===== src/hdl/wod_pkg.sv =====
// Shared types, constants and the CORDIC arctangent table for the wheel
// odometry block. No dependencies.
`default_nettype none

package wod_pkg;

  // Build-time constants
  localparam int CORDIC_STEPS = 16;
  localparam int ACCUM_BITS   = 48;
  localparam int CORDIC_ITERS = (CORDIC_STEPS < 24) ? CORDIC_STEPS : 24;
  localparam int STEP_W       = $clog2(CORDIC_ITERS);

  localparam int TRIG_W = 33;  // CORDIC x, y, z (Q2.30 and turn angle)
  localparam int GAIN_W = 17;

  localparam logic [GAIN_W-1:0]        GAIN_RESET  = 17'd70217;
  localparam logic signed [TRIG_W-1:0] CORDIC_GAIN = 33'sd652032874;

  typedef struct packed {
    logic signed [31:0] left_position;
    logic signed [31:0] right_position;
    logic [15:0]        heading;
    logic signed [31:0] left_speed;
    logic signed [31:0] right_speed;
    logic signed [31:0] turn_rate;
  } in_item_t;

  typedef struct packed {
    logic signed [47:0] pose_x;
    logic signed [47:0] pose_y;
    logic signed [31:0] velocity_x;
    logic signed [31:0] velocity_y;
    logic signed [31:0] angular_rate;
  } out_item_t;

  // Operations of the shared multiplier
  typedef enum logic [2:0] {
    OP_GAIN,  // mean speed times gain
    OP_RC,    // travel times cosine
    OP_RS,    // travel times sine
    OP_SC,    // scaled speed times cosine
    OP_SS     // scaled speed times sine
  } mul_op_e;

  typedef struct packed {
    logic              load;   // capture an accepted item
    logic              prep;   // form the travel from the wheel deltas
    logic              iter;   // one CORDIC rotation
    logic [STEP_W-1:0] step;
    logic              flip;   // undo the half-turn fold
    logic              mul_en;
    mul_op_e           mul_op;
    logic              emit;   // load the output register
  } dp_cmd_t;

  // atan(2^-i) as a fraction of a turn, 2^32 per turn
  function automatic logic [29:0] atan_turn(input logic [4:0] idx);
    logic [29:0] v;
    case (idx)
      5'd0:  v = 30'd536870912;
      5'd1:  v = 30'd316933406;
      5'd2:  v = 30'd167458907;
      5'd3:  v = 30'd85004756;
      5'd4:  v = 30'd42667331;
      5'd5:  v = 30'd21354465;
      5'd6:  v = 30'd10679838;
      5'd7:  v = 30'd5340245;
      5'd8:  v = 30'd2670163;
      5'd9:  v = 30'd1335087;
      5'd10: v = 30'd667544;
      5'd11: v = 30'd333772;
      5'd12: v = 30'd166886;
      5'd13: v = 30'd83443;
      5'd14: v = 30'd41722;
      5'd15: v = 30'd20861;
      5'd16: v = 30'd10430;
      5'd17: v = 30'd5215;
      5'd18: v = 30'd2608;
      5'd19: v = 30'd1304;
      5'd20: v = 30'd652;
      5'd21: v = 30'd326;
      5'd22: v = 30'd163;
      5'd23: v = 30'd81;
      default: v = 30'd0;
    endcase
    return v;
  endfunction

endpackage

`default_nettype wire


===== src/hdl/wod_ctrl.sv =====
// Sequencer of the wheel odometry block: input handshake, CORDIC and multiply
// scheduling, output valid. Uses wod_pkg; drives wod_dp through dp_cmd_t.
`default_nettype none

module wod_ctrl
  import wod_pkg::*;
(
  input  wire logic clk_i,
  input  wire logic rst_ni,
  input  wire logic in_valid_i,
  output logic      in_stall_o,
  output logic      out_valid_o,
  input  wire logic out_stall_i,
  output dp_cmd_t   cmd_o
);

  localparam logic [2:0] ST_IDLE  = 3'd0;
  localparam logic [2:0] ST_PREP  = 3'd1;
  localparam logic [2:0] ST_ROT   = 3'd2;
  localparam logic [2:0] ST_FLIP  = 3'd3;
  localparam logic [2:0] ST_MUL   = 3'd4;
  localparam logic [2:0] ST_DRAIN = 3'd5;
  localparam logic [2:0] ST_DONE  = 3'd6;

  localparam logic [STEP_W-1:0] LAST_ITER = STEP_W'(CORDIC_ITERS - 1);
  localparam logic [STEP_W-1:0] LAST_MUL  = STEP_W'(4);
  localparam logic [STEP_W-1:0] LAST_WAIT = STEP_W'(1);

  logic [2:0]        state_q, state_d;
  logic [STEP_W-1:0] cnt_q, cnt_d;
  logic              out_valid_q, out_valid_d;
  logic              accept, out_free;

  assign in_stall_o = (state_q != ST_IDLE);
  assign accept     = in_valid_i && !in_stall_o;
  assign out_free   = !out_valid_q || !out_stall_i;

  always_comb begin
    state_d      = state_q;
    cnt_d        = cnt_q;
    cmd_o        = '0;
    cmd_o.step   = cnt_q;
    cmd_o.mul_op = OP_GAIN;
    case (state_q)
      ST_IDLE: begin
        if (accept) begin
          cmd_o.load = 1'b1;
          state_d    = ST_PREP;
        end
      end
      ST_PREP: begin
        cmd_o.prep = 1'b1;
        cnt_d      = '0;
        state_d    = ST_ROT;
      end
      ST_ROT: begin
        cmd_o.iter = 1'b1;
        if (cnt_q == LAST_ITER) begin
          cnt_d   = '0;
          state_d = ST_FLIP;
        end else begin
          cnt_d = cnt_q + 1'b1;
        end
      end
      ST_FLIP: begin
        cmd_o.flip = 1'b1;
        cnt_d      = '0;
        state_d    = ST_MUL;
      end
      ST_MUL: begin
        cmd_o.mul_en = 1'b1;
        case (cnt_q[2:0])
          3'd0:    cmd_o.mul_op = OP_GAIN;
          3'd1:    cmd_o.mul_op = OP_RC;
          3'd2:    cmd_o.mul_op = OP_RS;
          3'd3:    cmd_o.mul_op = OP_SC;
          default: cmd_o.mul_op = OP_SS;
        endcase
        if (cnt_q == LAST_MUL) begin
          cnt_d   = '0;
          state_d = ST_DRAIN;
        end else begin
          cnt_d = cnt_q + 1'b1;
        end
      end
      ST_DRAIN: begin
        // wait for the last products to clear round and writeback
        if (cnt_q == LAST_WAIT) begin
          state_d = ST_DONE;
        end else begin
          cnt_d = cnt_q + 1'b1;
        end
      end
      ST_DONE: begin
        if (out_free) begin
          cmd_o.emit = 1'b1;
          state_d    = ST_IDLE;
        end
      end
      default: begin
        state_d = ST_IDLE;
      end
    endcase
  end

  always_comb begin
    out_valid_d = out_valid_q;
    if (cmd_o.emit) begin
      out_valid_d = 1'b1;
    end else if (out_valid_q && !out_stall_i) begin
      out_valid_d = 1'b0;
    end
  end

  always_ff @(posedge clk_i or negedge rst_ni) begin
    if (!rst_ni) begin
      state_q     <= ST_IDLE;
      cnt_q       <= '0;
      out_valid_q <= 1'b0;
    end else begin
      state_q     <= state_d;
      cnt_q       <= cnt_d;
      out_valid_q <= out_valid_d;
    end
  end

  assign out_valid_o = out_valid_q;

  a_accept_starts: assert property (@(posedge clk_i) disable iff (!rst_ni)
    accept |=> (state_q == ST_PREP))
    else $error("accepted item did not start processing");

  a_emit_free: assert property (@(posedge clk_i) disable iff (!rst_ni)
    cmd_o.emit |-> (!out_valid_q || !out_stall_i))
    else $error("result loaded over an untaken result");

  a_rose_done: assert property (@(posedge clk_i) disable iff (!rst_ni)
    $rose(out_valid_o) |-> ($past(state_q) == ST_DONE))
    else $error("result appeared outside the completion state");

  a_iter_bound: assert property (@(posedge clk_i) disable iff (!rst_ni)
    (state_q == ST_ROT) |-> (cnt_q <= LAST_ITER))
    else $error("CORDIC step count out of range");

endmodule

`default_nettype wire


===== config.mk =====
export PLATFORM = sky130hd
export DESIGN_NAME = wod_ctrl
export DESIGN_NICKNAME = d
export VERILOG_FILES = /design/src/hdl/wod_pkg.sv /design/src/hdl/wod_ctrl.sv
export SDC_FILE = /design/constraint.sdc
export NUM_CORES = 1
export LEC_CHECK = 0
export BUFFER_PORTS_ARGS = -buffer_cell sky130_fd_sc_hd__buf_2
export CORE_MARGIN = 2
export CORE_UTILIZATION = 44
export CTS_CLUSTER_DIAMETER = 30
export DETAILED_ROUTE_END_ITERATION = 12
export GPL_ROUTABILITY_DRIVEN = 0
export PLACE_DENSITY_LB_ADDON = 0.12
export SETUP_SLACK_MARGIN = 0.5
export SLEW_MARGIN = 15
export SYNTH_ARGS = -nofsm -noshare
export SYNTH_HDL_FRONTEND = slang
export SYNTH_SLANG_ARGS = --single-unit

===== constraint.sdc =====
create_clock -name clk_i -period 1.4 [get_ports clk_i]
set_input_delay 0.28 -clock clk_i [delete_from_list [all_inputs] [get_ports clk_i]]
set_output_delay 0.28 -clock clk_i [all_outputs]
set_load 0.02 [all_outputs]

==> results of run 1 <==
metrics by stage:
step                setup TNS, ns   util  worst slack, ns  instances  hold WS (ns)
CTS                         -1.87  0.923           -0.272        134         0.311
floorplan                  -0.315      -          -0.0982         70       -0.0156
global placement           -0.304  0.670          -0.0912        115         0.128
detailed placement         -0.479  0.670           -0.103        115         0.129
cells by family after synthesis:
kind of cell    Yosys count  synth area share
fa+ha+maj                 5             0.101
mux                       1            0.0182
buf+inv                  12             0.103
simple gates             27             0.269
compound gates           17             0.186
flops                     8             0.323
repair_timing:
item	in CTS
pin swaps	7
cloned	0
endpoints found under the hold margin	8
gates resized for setup	53
hold buffers	1
setup buffers	15
setup endpoints to repair	22
==> results by stage, run 1 <==
Clock tree:
- In this run the number of H-tree levels came out at 1.
- The number of buffers created by CTS is 3.
- The sink count of the clock tree is 8.
- The buffer levels on the longest clock path is 2.
- Clock tree synthesis selected as its root buffer the cell clkbuf_4.

Yosys:
- The count of different cell masters after synthesis is 29.
- Yosys printed 0 warnings.
- In this run, synthesis produced a sequential element count of 8.
- Of the post-synthesis cell area, the dominant cell type holds 0.323.
- The number of standard cells after synthesis is 70.
- The average instance area after synthesis is 8.85 sq um.
- The portion of the post-synthesis area used by sequential elements is 0.323.
- Counting flops with a built-in enable in the synthesized netlist gives 0.
- The commonest cells after synthesis are 8 x dfrtp_1, 7 x inv_1, 5 x ha_1, 5 x nand2_1, 4 x nor3_1.
- The post-synthesis instance area is 619 sq um.
- The most common flop cell mapped by yosys is dfrtp_1.
- The cell accounting for the most synthesized area is dfrtp_1.
- The share of flip-flops with an asynchronous set or reset is 1.00.
- Sorting the synthesized cells by area gives the leading types as dfrtp_1 32%, ha_1 10%, inv_1 4.2%, buf_6 3.6%, nand4bb_1 3.6%.
- Yosys instantiated no cell more often than dfrtp_1.
- The post-synth net total is 79.

Place:
- Once detailed placement completed, the half-perimeter wirelength came to 1230 um.
- Input and output buffers added on the ports amount to 18.
- The cell area after placement is 872 sq um.

Run status:
- The failing step is global routing.
- The flow did not finish.
- The tool reported: "[ERROR DPL-0033] detailed placement checks failed during check placement".

Global routing:
- The number of antenna violations at the first check in global routing was 0.
- Entering global routing, the biggest net connects 9 pins.

Floorplanning:
- In this run the vertical extent of the chip is 41.5 um.
- The initial core utilization is 0.476.
- The initialized floorplan defines 13 standard-cell rows.
- In this run the horizontal extent of the chip is 41.5 um.
- The number of top-level pins is 19.

Timing:
- In the global-route stage, repair_timing last flagged the worst endpoint as cmd_o[3].
- After the last repair the worst path ends at a top-level output.
==> run 2, diff against run 1 <==
--- a/config.mk
+++ b/config.mk
@@ -6,13 +6,11 @@
 export NUM_CORES = 1
 export LEC_CHECK = 0
 export BUFFER_PORTS_ARGS = -buffer_cell sky130_fd_sc_hd__buf_2
-export CORE_MARGIN = 2
-export CORE_UTILIZATION = 44
-export CTS_CLUSTER_DIAMETER = 30
+export CORE_AREA = 2 2 63 65
 export DETAILED_ROUTE_END_ITERATION = 12
+export DIE_AREA = 0 0 65 67
 export GPL_ROUTABILITY_DRIVEN = 0
-export PLACE_DENSITY_LB_ADDON = 0.12
-export SETUP_SLACK_MARGIN = 0.5
+export PLACE_DENSITY_LB_ADDON = 0.15
 export SLEW_MARGIN = 15
 export SYNTH_ARGS = -nofsm -noshare
 export SYNTH_HDL_FRONTEND = slang
==> constraint.sdc (replaced) <==
create_clock -name clk_i -period 1.82 [get_ports clk_i]
set_input_delay 0.364 -clock clk_i [delete_from_list [all_inputs] [get_ports clk_i]]
set_output_delay 0.364 -clock clk_i [all_outputs]
set_load 0.02 [all_outputs]
==> run 2 against run 1 <==
  * The run now ends clean
  * Synthesized cell count stayed put
  * Synthesized area stayed put
==> results by stage, run 2 <==
Clock tree:
- The clock tree root buffer cell is clkbuf_8.
- The clock insertion delay at the later pin of the skew report is 0.22 ns.
- The sink count of the clock tree was 8 (unchanged).
- The buffer levels on the longest clock path is 2 (unchanged).
- TritonCTS built the clock tree.
- The CTS H-tree depth came to 1 (unchanged).
- Clock-pin slew was measured on the worst setup and hold paths at 0.04 ns.
- The number of buffers created by CTS is 3 (unchanged).

Route:
- Detailed routing inserted a total of 577 vias.
- The number of antenna-violating nets in the routed design is 0.
- The count of TritonRoute iterations in the first routing pass is 3.
- After detailed routing, the number of remaining DRC violations is 0.
- The wire length reported by the detailed router is 1510 um.
- The detailed-route wire length per cell is 10.8 um.
- Using the TritonRoute via totals, the vias-per-cell ratio works out to 4.12.
- The iteration-0 DRC count of the detailed router is 18.

Global routing:
- The first global-routing pass estimated 2510 um of wire.
- The total overflow left after global routing is 0.
- The number of antenna violations at the first check in global routing is 0.
- Across every metal layer, demand over resource in global routing totals 0.0772.
- Entering global routing, the biggest net connects 11 pins.
- The number of global-route vias before repair is 564.

Place:
- The count of buffers inserted at the top-level ports was 18 (unchanged).
- The placed wire-length estimate is 1220 um (-0.43%).
- The cell area after placement is 759 sq um (-13%).

Worst setup path:
- The worst setup path is of the flip-flop to output pin kind.
- The arrival time of data at the critical path endpoint is 1.43 ns.
- At the worst endpoint, the required time is 1.46 ns.
- The worst register-to-register path begins at cnt_q[0].
- The critical path launch point type is a flip-flop.
- The largest single stage delay on the critical path is 0.43 ns.
- The most numerous cell type found on the critical path is ha_1.
- The master of the slowest instance on the critical path is dfrtp_2.
- The biggest fanout along the worst timing path is 5.
- The start point of the critical path is cnt_q[0].
- The critical path endpoint category is an output pin.
- The critical path goes through ha_1 -> ha_1 -> nor3_2 -> buf_4.

Yosys:
- The portion of the post-synthesis area used by sequential elements is 0.323 (unchanged).
- The post-synth net total is 79 (unchanged).
- The Yosys warning count is 0 (unchanged).
- The post-synthesis instance area is 619 sq um (unchanged).
- In the synthesized netlist the dominant register cell turns out to be dfrtp_1.
- The most frequent cell after synthesis is dfrtp_1.
- The number of standard cells after synthesis is 70 (unchanged).
- The number of flops mapped to enable cells by yosys came to 0 (unchanged).
- The synthesized design spends more area on one cell type than any other, namely dfrtp_1.
- After synthesis, the most frequently instantiated cells are 8 x dfrtp_1, 7 x inv_1, 5 x ha_1, 5 x nand2_1, 4 x nor3_1.
- The register bit total from synthesis is 8 (unchanged).
- The average instance area after synthesis is 8.85 sq um (unchanged).
- The fraction of post-synthesis cell area in the top cell type by area was 0.323 (unchanged).
- By area the synthesized netlist is led by dfrtp_1 32%, ha_1 10%, inv_1 4.2%, buf_6 3.6%, nand4bb_1 3.6%.
- The share of flip-flops with an asynchronous set or reset came to 1.00 (unchanged).
- The count of different cell masters after synthesis is 29 (unchanged).

Floorplanning:
- The number of standard-cell rows in the floorplan is 22 (+9).
- The vertical die dimension is 67 um (+61%).
- The placeable core area is 0.00361 sq mm.
- The number of top-level pins was 19 (unchanged).
- The die footprint is 0.00436 sq mm.
- The initial core utilization is 0.172 (-0.304).
- The width of the chip came to 65 um (+57%).

Finish:
- In the layout the commonest cells are 17 x buf_2, 6 x inv_1, 6 x dfrtp_1, 6 x buf_4.
- The number of flip-flops under the largest register name is 4.
- The fraction of final layout cells sized beyond drive strength 1 is 0.402.
- The filler cell count in the final layout is 409.
- Counting flops per register, the top entry is cnt_q.
- The synthesis-to-finish area growth is 37.0%.
- The final antenna diode count is 0.
- After routing the design area is 848 sq um.
- The utilization after layout is 0.235.
- The library cell used most frequently in the layout, excluding fill and tap cells, is buf_2.
- The count of nets after finishing is 103.

Timing:
- At the pin with the least slew margin, the transition time is 0.285 ns.
- Based on the critical path, the design can be clocked at up to 559 MHz.
- The clock skew after layout is 0.00130 ns.
- Counting I/O delays and the setup requirement, the final critical path takes 1.79 ns.
- The share of the clock period used by the worst path after layout is 0.983.
- The number of failing hold endpoints at the final stage is 0.
- Adding up every negative setup slack in the final design gives 0 ns.
- The number of max-slew violations in the final report came to 0.
- The remaining max-slew budget at the tightest pin is 0.810.
- Setup violations remaining at the end of the flow were counted as 0.
- Setup repair after global routing could not meet its margin everywhere.

Run status:
- The run finished with clean final reports.

Job:
- The number of max-capacitance violations reported is 0.

Power and ir drop:
- In this run the power density over the cells is 1680 mW/mm^2.
- The leakage power figure is 0.000408 uW.
- The maximum vdd drop is 214 uV.

Min path:
- The worst min-delay path startpoint is out_stall_i.
- The tightest min-delay check is of the input port to flip-flop type.
[run 2: power breakdown]
group	internal, uW	switching [uW]	leakage (uW)	total [uW]
combinational	387	477	0.000284	864
sequential	248	108	0.000102	356
clock	142	61.1	0.0000216	204
total	778	645	0.000408	1420
[run 2: final timing paths]
kind,cells past startpoint,slack (ns),endpoint
setup / recovery,4,0.03,cmd_o[3]
hold / removal,3,0.42,out_valid_o
setup reg to reg,5,0.26,cnt_q[0]
hold reg to reg,2,0.54,out_valid_o
max in group asynchronous,2,1.12,cnt_q[2]
min in group asynchronous,2,0.52,state_q[0]
[run 2: metrics by stage]
step,worst slack (ns),std cells,hold slack [ns],power [uW]
2_1_floorplan,0.102,70,0.0684,948
3_3_place_gp,0.172,134,0.215,1180
3_5_place_dp,0.165,134,0.220,1160
4_1_cts,0.0106,139,0.424,1400
5_1_grt,-0.0462,140,0.471,1570
6_report,0.0308,140,0.422,1420
[run 2: area by class of cell]
type	instances	area [sq um]	share of cell area
tap	48	60.1	0.0708
inverter	7	26.3	0.0310
sequential	8	203	0.239
clock buffer	3	41.3	0.0487
multi-input combinational	50	378	0.445
timing repair buffer	24	140	0.165
[run 2: repair_timing]
| item | CTS | global route |
|---|---|---|
| resized for setup | 3 | 4 |
| endpoints found under the setup margin | 1 | 4 |
| buffers inserted | 1 | 1 |
| cloned | 0 | 0 |
| hold buffers | 1 | 0 |
| hold endpoints to repair | 8 | 0 |
[run 2: logic make-up after synthesis]
kind of cell,Yosys count,share of synthesized area
mux,1,0.0182
flops,8,0.323
fa+ha+maj,5,0.101
simple gates,27,0.269
buf+inv,12,0.103
compound gates,17,0.186
[run 2: critical path: cells and delay by family, from the launching register on]
family / cells / cell delay (ns)
flops: 1 / 0.43
buf+inv: 1 / 0.16
simple gates: 1 / 0.17
fa+ha+maj: 2 / 0.44
[run 2: layer usage]
| metal | track usage | vias up | wire length [um] |
|---|---|---|---|
| met5 | 0 | - | 0 |
| met4 | 0.0638 | 0 | 27 |
| met3 | 0.0118 | 2 | 31 |
| met2 | 0.124 | 6 | 781 |
| met1 | 0.0907 | 276 | 672 |
| li1 | - | 293 | - |
No activity file was read; power rests on OpenSTA's default activity.
==> run 3, diff against run 2 <==
--- a/config.mk
+++ b/config.mk
@@ -5,6 +5,7 @@
 export SDC_FILE = /design/constraint.sdc
 export NUM_CORES = 1
 export LEC_CHECK = 0
+export ABC_AREA = 1
 export BUFFER_PORTS_ARGS = -buffer_cell sky130_fd_sc_hd__buf_2
 export CORE_AREA = 2 2 63 65
 export DETAILED_ROUTE_END_ITERATION = 12
==> run 3 against run 2 <==
  * Clock skew shrank 0.0010 ns
  * First-iteration DRC count grew 72%
  * Flip-flop and latch count unchanged
  * Clock-buffer cell count did not move
  * Routed wire length rose by 8.4%
  * Worst hold slack got worse by 0.055 ns
  * Critical endpoint unchanged
  * Largest cell class unchanged
  * Highest routed layer unchanged
==> results by stage, run 3 <==
Timing:
- Setup repair after global routing could not meet its margin everywhere.
- The setup TNS after final layout is 0 ns (unchanged).
- The actual transition at the worst max-transition pin is 0.262 ns (-0.0231 ns).
- The clock skew after layout is 0.000268 ns (-0.00104 ns).
- The remaining max-slew budget at the tightest pin is 0.826 (+0.0154).
- The final-report setup violation count is 0 (unchanged).
- The share of the clock period used by the worst path after layout is 0.965 (-0.0180).
- The time the final worst path needs with I/O delays and setup is 1.76 ns (-0.0327 ns).
- The number of max-slew violations in the final report is 0 (unchanged).
- The number of failing hold endpoints at the final stage came to 0 (unchanged).
- The highest clock rate is 569 MHz (+1.9%).

Worst setup path:
- The startpoint of the worst-slack reg-to-reg timing path is cnt_q[0].
- The worst path buffer plus inverter count was 1 (unchanged).
- Among all stages on the critical path, the largest delay is contributed by dfrtp_1.
- By startpoint and endpoint, the worst setup path is classified as flip-flop to output pin.
- STA classifies the critical path startpoint as a flip-flop.
- The critical path data required time is 1.46 ns (about the same).
- The cell class contributing the biggest share of worst-path delay is flip-flops.
- The largest stage delay on the critical path was 0.40 ns (-0.03 ns).
- The arrival time of data at the critical path endpoint is 1.39 ns (-0.04 ns).
- STA classifies the critical path endpoint as an output pin.
- The start point of the critical path is cnt_q[1].
- The register-to-register path setup slack came to 0.40 ns (+0.14 ns).
- The biggest fanout along the worst timing path was 4 (-1).
- Walking the worst path, the cells encountered are ha_2 -> ha_4 -> a21oi_2 -> nand2_1 -> nor2_1 -> buf_4.

Power and ir drop:
- The maximum vdd drop is 285 uV (+33%).
- The switching part of the total power is 0.507 (+0.0534).
- The part of the power in the clock network was 0.123 (-0.020).
- The leakage power figure is 0.000548 uW (+34%).
- The sequential power share is 0.223 (-0.027).
- The logic gate share of total power is 0.654 (+0.047).
- The power density of the placed cells was 1770 mW/mm^2 (+5.4%).
- The switching component of the power is 830 uW (+29%).
- The cell-internal power was 807 uW (+3.8%).

Clock tree:
- The clock-pin slew on the worst setup and hold paths is 0.04 ns (about the same).
- The TritonCTS clock tree is built.
- The buffer levels on the longest clock path is 2 (unchanged).
- The CTS H-tree depth is 1 (unchanged).
- The number of buffers created by CTS was 3 (unchanged).
- The clock insertion delay at the later pin of the skew report is 0.22 ns (about the same).
- The sink count of the clock tree was 8 (unchanged).
- In this run the clock root is driven by a clkbuf_8.

Yosys:
- By count the netlist is led by 29 x nand2_1, 16 x inv_1, 15 x nand3_1, 9 x nor2_1, 8 x dfrtp_1.
- The most frequent cell after synthesis is nand2_1.
- After synthesis, the cell types taking the most area are dfrtp_1 30%, nand2_1 16%, nand3_1 11%, ha_1 9.4%, inv_1 9.1%.
- The Yosys warning count is 0 (unchanged).
- The fraction of post-synthesis cell area in the top cell type by area is 0.302 (-0.0213).
- The portion of the post-synthesis area used by sequential elements is 0.302 (-0.0213).
- The post-synthesis instance area is 663 sq um (+7.1%).
- The most common flop cell mapped by yosys is dfrtp_1.
- The count of different cell masters after synthesis is 18 (-38%).
- The average instance area after synthesis is 6.50 sq um (-27%).
- The largest total area in the synthesized netlist belongs to dfrtp_1.
- The post-synth net total is 111 (+41%).
- The share of flip-flops with an asynchronous set or reset was 1.00 (unchanged).
- The number of flops mapped to enable cells by yosys is 0 (unchanged).
- The register bit total from synthesis is 8 (unchanged).
- The number of standard cells after synthesis is 102 (+46%).

Floorplanning:
- The width of the chip was 65 um (unchanged).
- The number of standard-cell rows in the floorplan is 22 (unchanged).
- The initial core utilization came to 0.184 (+0.0121).
- The placeable core area is 0.00361 sq mm (unchanged).
- The die footprint came to 0.00436 sq mm (unchanged).
- The number of top-level pins was 19 (unchanged).
- The vertical die dimension is 67 um (unchanged).

Route:
- The iteration-0 DRC count of the detailed router is 31 (+13).
- The number of antenna-violating nets in the routed design is 0 (unchanged).
- The detailed-route wire length per cell is 9.27 um (-14%).
- The number of remaining DRC errors is 0 (unchanged).
- The count of TritonRoute iterations in the first routing pass is 4 (+1).
- The via density per instance is 3.95 (-4.0%).
- The via count is 700 (+21%).
- The wire length reported by the detailed router is 1640 um (+8.4%).

Global routing:
- The pin count of the biggest net entering global routing was 9 (-2).
- The fraction of met2 tracks used by global routing is 0.126 (+0.00258).
- The remaining global-route overflow is 0 (unchanged).
- The number of antenna violations at the first check in global routing was 0 (unchanged).
- The global-route wire length before repair came to 2580 um (+2.7%).
- The met3 demand-to-capacity share in global routing was 0.0169 (+0.00507).
- The layer flagged by global routing as most heavily used is met2.
- The overall track demand over capacity in global routing is 0.0784 (+0.00113).
- The number of global-route vias before repair is 616 (+9.2%).
- The fraction of met1 tracks used by global routing is 0.0919 (+0.00121).

Finish:
- The non-filler instance count after layout is 177 (+26%).
- The leading cell type in the layout, fill and taps excluded is nand2_1.
- The top cell types in the final layout, fill and taps aside, are 29 x nand2_1, 17 x buf_2, 16 x inv_1.
- The fraction of final layout cells sized beyond drive strength 1 is 0.318 (-0.0843).
- The synthesis-to-finish area growth is 39.6%.
- The number of flip-flops under the largest register name is 4 (unchanged).
- The final antenna diode count is 0 (unchanged).
- The count of nets after finishing is 140 (+36%).
- Counting flops per register, the top entry is cnt_q.
- The filler cell count in the final layout is 408 (-0.24%).

Place:
- The total placed cells including tap cells was 168 (+25%).
- The placed wire-length estimate is 1320 um (+7.7%).
- The count of buffers inserted at the top-level ports came to 18 (unchanged).

Run status:
- The flow ran to the end, and the final reports show no timing, DRC or antenna violations.

Min path:
- The worst min-delay path startpoint is out_stall_i.
- In this run the worst hold path is classified as input port to flip-flop.

Job:
- The number of max-capacitance violations reported is 0 (unchanged).
==> run 3: what timing repair did <==
action	4_1_cts	5_1_grt
pin swaps	0	2
hold endpoints to repair	8	0
hold buffers	1	0
setup buffers	4	1
setup endpoints to repair	1	2
resized for setup	2	6
==> run 3: layout make-up <==
cell class                      instances  area [sq um]  share of cell area
Sequential cell                         8           203               0.219
Timing Repair Buffer                   25           148               0.159
Inverter                               19          71.3              0.0770
Tap cell                               48          60.1              0.0649
Clock buffer                            3          41.3              0.0446
Multi-Input combinational cell         74           403               0.435
==> run 3: layer usage <==
| metal | vias up | routed length [um] |
|---|---|---|
| li1 | 374 | - |
| met5 | - | 0 |
| met3 | 4 | 82 |
| met2 | 18 | 781 |
| met4 | 0 | 34 |
| met1 | 304 | 742 |
==> run 3: metrics by stage <==
stage | worst slack [ns] | hold WS (ns) | power, uW | util | cell area [sq um]
after floorplan | 0.0707 | 0.0684 | 1080 | - | 663
after global placement | 0.190 | 0.212 | 1350 | 0.226 | 813
after detailed placement | 0.169 | 0.210 | 1340 | 0.226 | 813
after CTS | 0.0140 | 0.369 | 1620 | 0.250 | 901
after global routing | -0.0186 | 0.371 | 1810 | 0.257 | 926
final | 0.0635 | 0.368 | 1640 | 0.257 | 926
==> run 3: worst paths after layout <==
path,endpoint,cells after the start
max in group asynchronous,state_q[1],2
setup / recovery,cmd_o[3],6
hold reg to reg,out_valid_o,2
setup reg to reg,state_q[2],9
min in group asynchronous,cnt_q[1],2
hold / removal,out_valid_o,3
==> run 3: cell families after synthesis <==
| kind of cell | count (synthesis) | synth area share |
|---|---|---|
| buffers and inverters | 20 | 0.119 |
| DFF | 8 | 0.302 |
| AOI/OAI and AO/OA | 7 | 0.0698 |
| xor gates and xnor gates | 1 | 0.0132 |
| adders and majority gates | 5 | 0.0943 |
| and+or+nand+nor | 61 | 0.402 |
==> run 3: power by group through the flow <==
stage	Combinational (uW)	Clock [uW]	Sequential [uW]
after detailed placement	968	0	371
after global routing	1200	224	381
after CTS	1050	208	359
final	1070	202	365
after global placement	981	0	368
after floorplan	674	0	401
==> run 3: worst register-to-register path, delay by kind of cell (launching register included) <==
family                   cells  cell delay (ns)
AND/OR/NAND/NOR              7             0.59
flip-flops                   1             0.40
adder cells (fa/ha/maj)      1             0.18
buffers and inverters        1             0.14
==> run 4, diff against run 3 <==
==> constraint.sdc (replaced) <==
create_clock -name clk_i -period 1.75 [get_ports clk_i]
set_input_delay 0.35 -clock clk_i [delete_from_list [all_inputs] [get_ports clk_i]]
set_output_delay 0.35 -clock clk_i [all_outputs]
set_load 0.02 [all_outputs]
==> run 4 against run 3 <==
  * Core utilization is the same
  * Clock power up 3%
  * First-iteration DRC count shrank 58%
  * Combinational power increased by 5%
  * Worst hold slack worse by 0.0060 ns
  * Sequential share of layout area unchanged
  * Global-route usage increased by 0.063 points
  * Die area stayed put
  * Critical path type unchanged
  * Largest power group unchanged
==> results by stage, run 4 (synthesized netlist as in run 3, its figures left out) <==
Finish:
- The fraction of final layout cells sized beyond drive strength 1 was 0.331 (+0.0129).
- The leading cell type in the layout, fill and taps excluded is nand2_1.
- The count of nets after finishing is 141 (+0.71%).
- The number of flip-flops under the largest register name is 4 (unchanged).
- The final antenna diode count is 0 (unchanged).
- The synthesis-to-finish area growth is 39.6% (unchanged).
- The utilization after layout is 0.257 (unchanged).
- The non-filler instance count after layout was 178 (+0.56%).
- Ranked by flip-flop count, first place goes to cnt_q.
- The top cell types in the final layout, fill and taps aside, are 29 x nand2_1, 17 x buf_2, 16 x inv_1.

Timing:
- The number of max-slew violations in the final report was 0 (unchanged).
- Setup repair after global routing could not meet its margin everywhere.
- The actual transition at the worst max-transition pin came to 0.267 ns (+0.00559 ns).
- The time the final worst path needs with I/O delays and setup is 1.74 ns.
- The number of failing hold endpoints at the final stage is 0 (unchanged).
- The remaining max-slew budget at the tightest pin is 0.822 (-0.00373).
- The final-layout worst hold slack came to 0.362 ns (-0.00601 ns).
- The clock skew after layout came to 0.000126 ns (-0.000142 ns).
- The final-report setup violation count is 0 (unchanged).
- Dividing the final minimum period by the clock period gives 0.994.
- The highest clock rate is 575 MHz.

Floorplanning:
- The number of standard-cell rows in the floorplan was 22 (unchanged).
- The vertical die dimension is 67 um (unchanged).
- The die footprint is 0.00436 sq mm (unchanged).
- The width of the chip is 65 um (unchanged).
- The placeable core area came to 0.00361 sq mm (unchanged).
- The initial core utilization was 0.184 (unchanged).
- The number of top-level pins is 19 (unchanged).

Clock tree:
- TritonCTS built the clock tree.
- The clock-pin slew on the worst setup and hold paths is 0.04 ns (about the same).
- The number of buffers created by CTS was 3 (unchanged).
- The tree is rooted in a clkbuf_8.
- The buffer levels on the longest clock path is 2 (unchanged).
- The clock insertion delay at the later pin of the skew report is 0.22 ns (about the same).
- The CTS H-tree depth was 1 (unchanged).
- The sink count of the clock tree is 8 (unchanged).

Power and ir drop:
- The power consumption is 1710 uW (+4.4%).
- The maximum vdd drop was 290 uV (+1.8%).
- The leakage power figure is 0.000550 uW (+0.39%).
- The power density of the placed cells is 1850 mW/mm^2 (+4.4%).

Route:
- The wire length reported by the detailed router is 1660 um (+1.2%).
- The via count is 711 (+1.6%).
- The number of remaining DRC errors was 0 (unchanged).
- The detailed-route wire length per cell is 9.32 um (+0.59%).
- The count of TritonRoute iterations in the first routing pass is 4 (unchanged).
- The via density per instance is 3.99 (+1.0%).
- The iteration-0 DRC count of the detailed router is 13 (-58%).
- The number of antenna-violating nets in the routed design is 0 (unchanged).

Global routing:
- The global-route wire length before repair was 2610 um (+1.1%).
- The overall track demand over capacity in global routing was 0.0790 (+0.000631).
- The remaining global-route overflow is 0 (unchanged).
- The pin count of the biggest net entering global routing was 9 (unchanged).
- The number of antenna violations at the first check in global routing is 0 (unchanged).
- The number of global-route vias before repair is 649 (+5.4%).

Job:
- The number of max-capacitance violations reported came to 0 (unchanged).

Worst setup path:
- The category of the most critical setup path is flip-flop to output pin.
- The critical path endpoint category is an output pin.
- The critical path launch point type is a flip-flop.
- The critical path data required time is 1.40 ns (-0.06 ns).
- The arrival time of data at the critical path endpoint came to 1.39 ns (about the same).
- The biggest fanout along the worst timing path is 4 (unchanged).

Place:
- The count of buffers inserted at the top-level ports is 18 (unchanged).
- The total placed cells including tap cells was 168 (unchanged).
- The placed wire-length estimate is 1310 um (-0.71%).

Min path:
- The path category of the worst min-delay check is input port to flip-flop.

Run status:
- The flow ran to the end, and the final reports show no timing, DRC or antenna violations.
[run 4: changes by cell type in the layout (fill, tap and decap cells not counted), sizes merged]
cell and change:
buf +1
[run 4: what timing repair did]
item / CTS / global route
pin swaps: 2 / 1
endpoints found under the setup margin: 2 / 3
resized for setup: 6 / 2
endpoints found under the hold margin: 8 / 0
setup buffers: 4 / 2
hold buffers: 1 / 0
[run 4: layer usage]
metal / GRT usage / wire [um] / vias to the layer above
met3: 0.0169 / 63 / 2
met5: 0 / 0 / -
met1: 0.0906 / 770 / 321
li1: - / - / 375
met4: 0.0532 / 13 / 0
met2: 0.131 / 811 / 13
[run 4: worst max-delay path, stage by stage (launching register included)]
cell and delay (ns):
dfrtp_1 0.41, buf_4 0.15, ha_1 0.18, a21oi_2 0.15, nand2_1 0.06, nor2_1 0.08, buf_4 0.14
[run 4: final timing paths]
path / depth (start not counted) / startpoint / slack (ns) / to
max reg2reg: 9 / cnt_q[0] / 0.28 / state_q[2]
max in group asynchronous: 2 / rst_ni / 1.08 / state_q[1]
max: 6 / cnt_q[1] / 0.01 / cmd_o[3]
min: 3 / out_stall_i / 0.36 / out_valid_o
min in group asynchronous: 2 / rst_ni / 0.50 / cnt_q[1]
min reg2reg: 2 / out_valid_o / 0.49 / out_valid_o
[run 4: cell type report]
type                    count  area [sq um]
fillers                   410          2680
multi-input cells          74           395
flip-flops and latches      8           203
repair buffers             26           155
inverters                  19          71.3
well taps                  48          60.1
clock buffers               3          41.3
[run 4: power breakdown]
group / switching, uW / internal (uW)
Sequential: 113 / 270
Clock: 60.7 / 148
Combinational: 698 / 420
[run 4: through the flow]
step	TNS, ns	worst slack (ns)	area [sq um]
4_1_cts	-0.000820	-0.000820	908
6_report	0	0.0105	926
3_5_place_dp	0	0.107	813
2_1_floorplan	0	0.0147	663
3_3_place_gp	0	0.135	813
5_1_grt	-0.0837	-0.0837	926
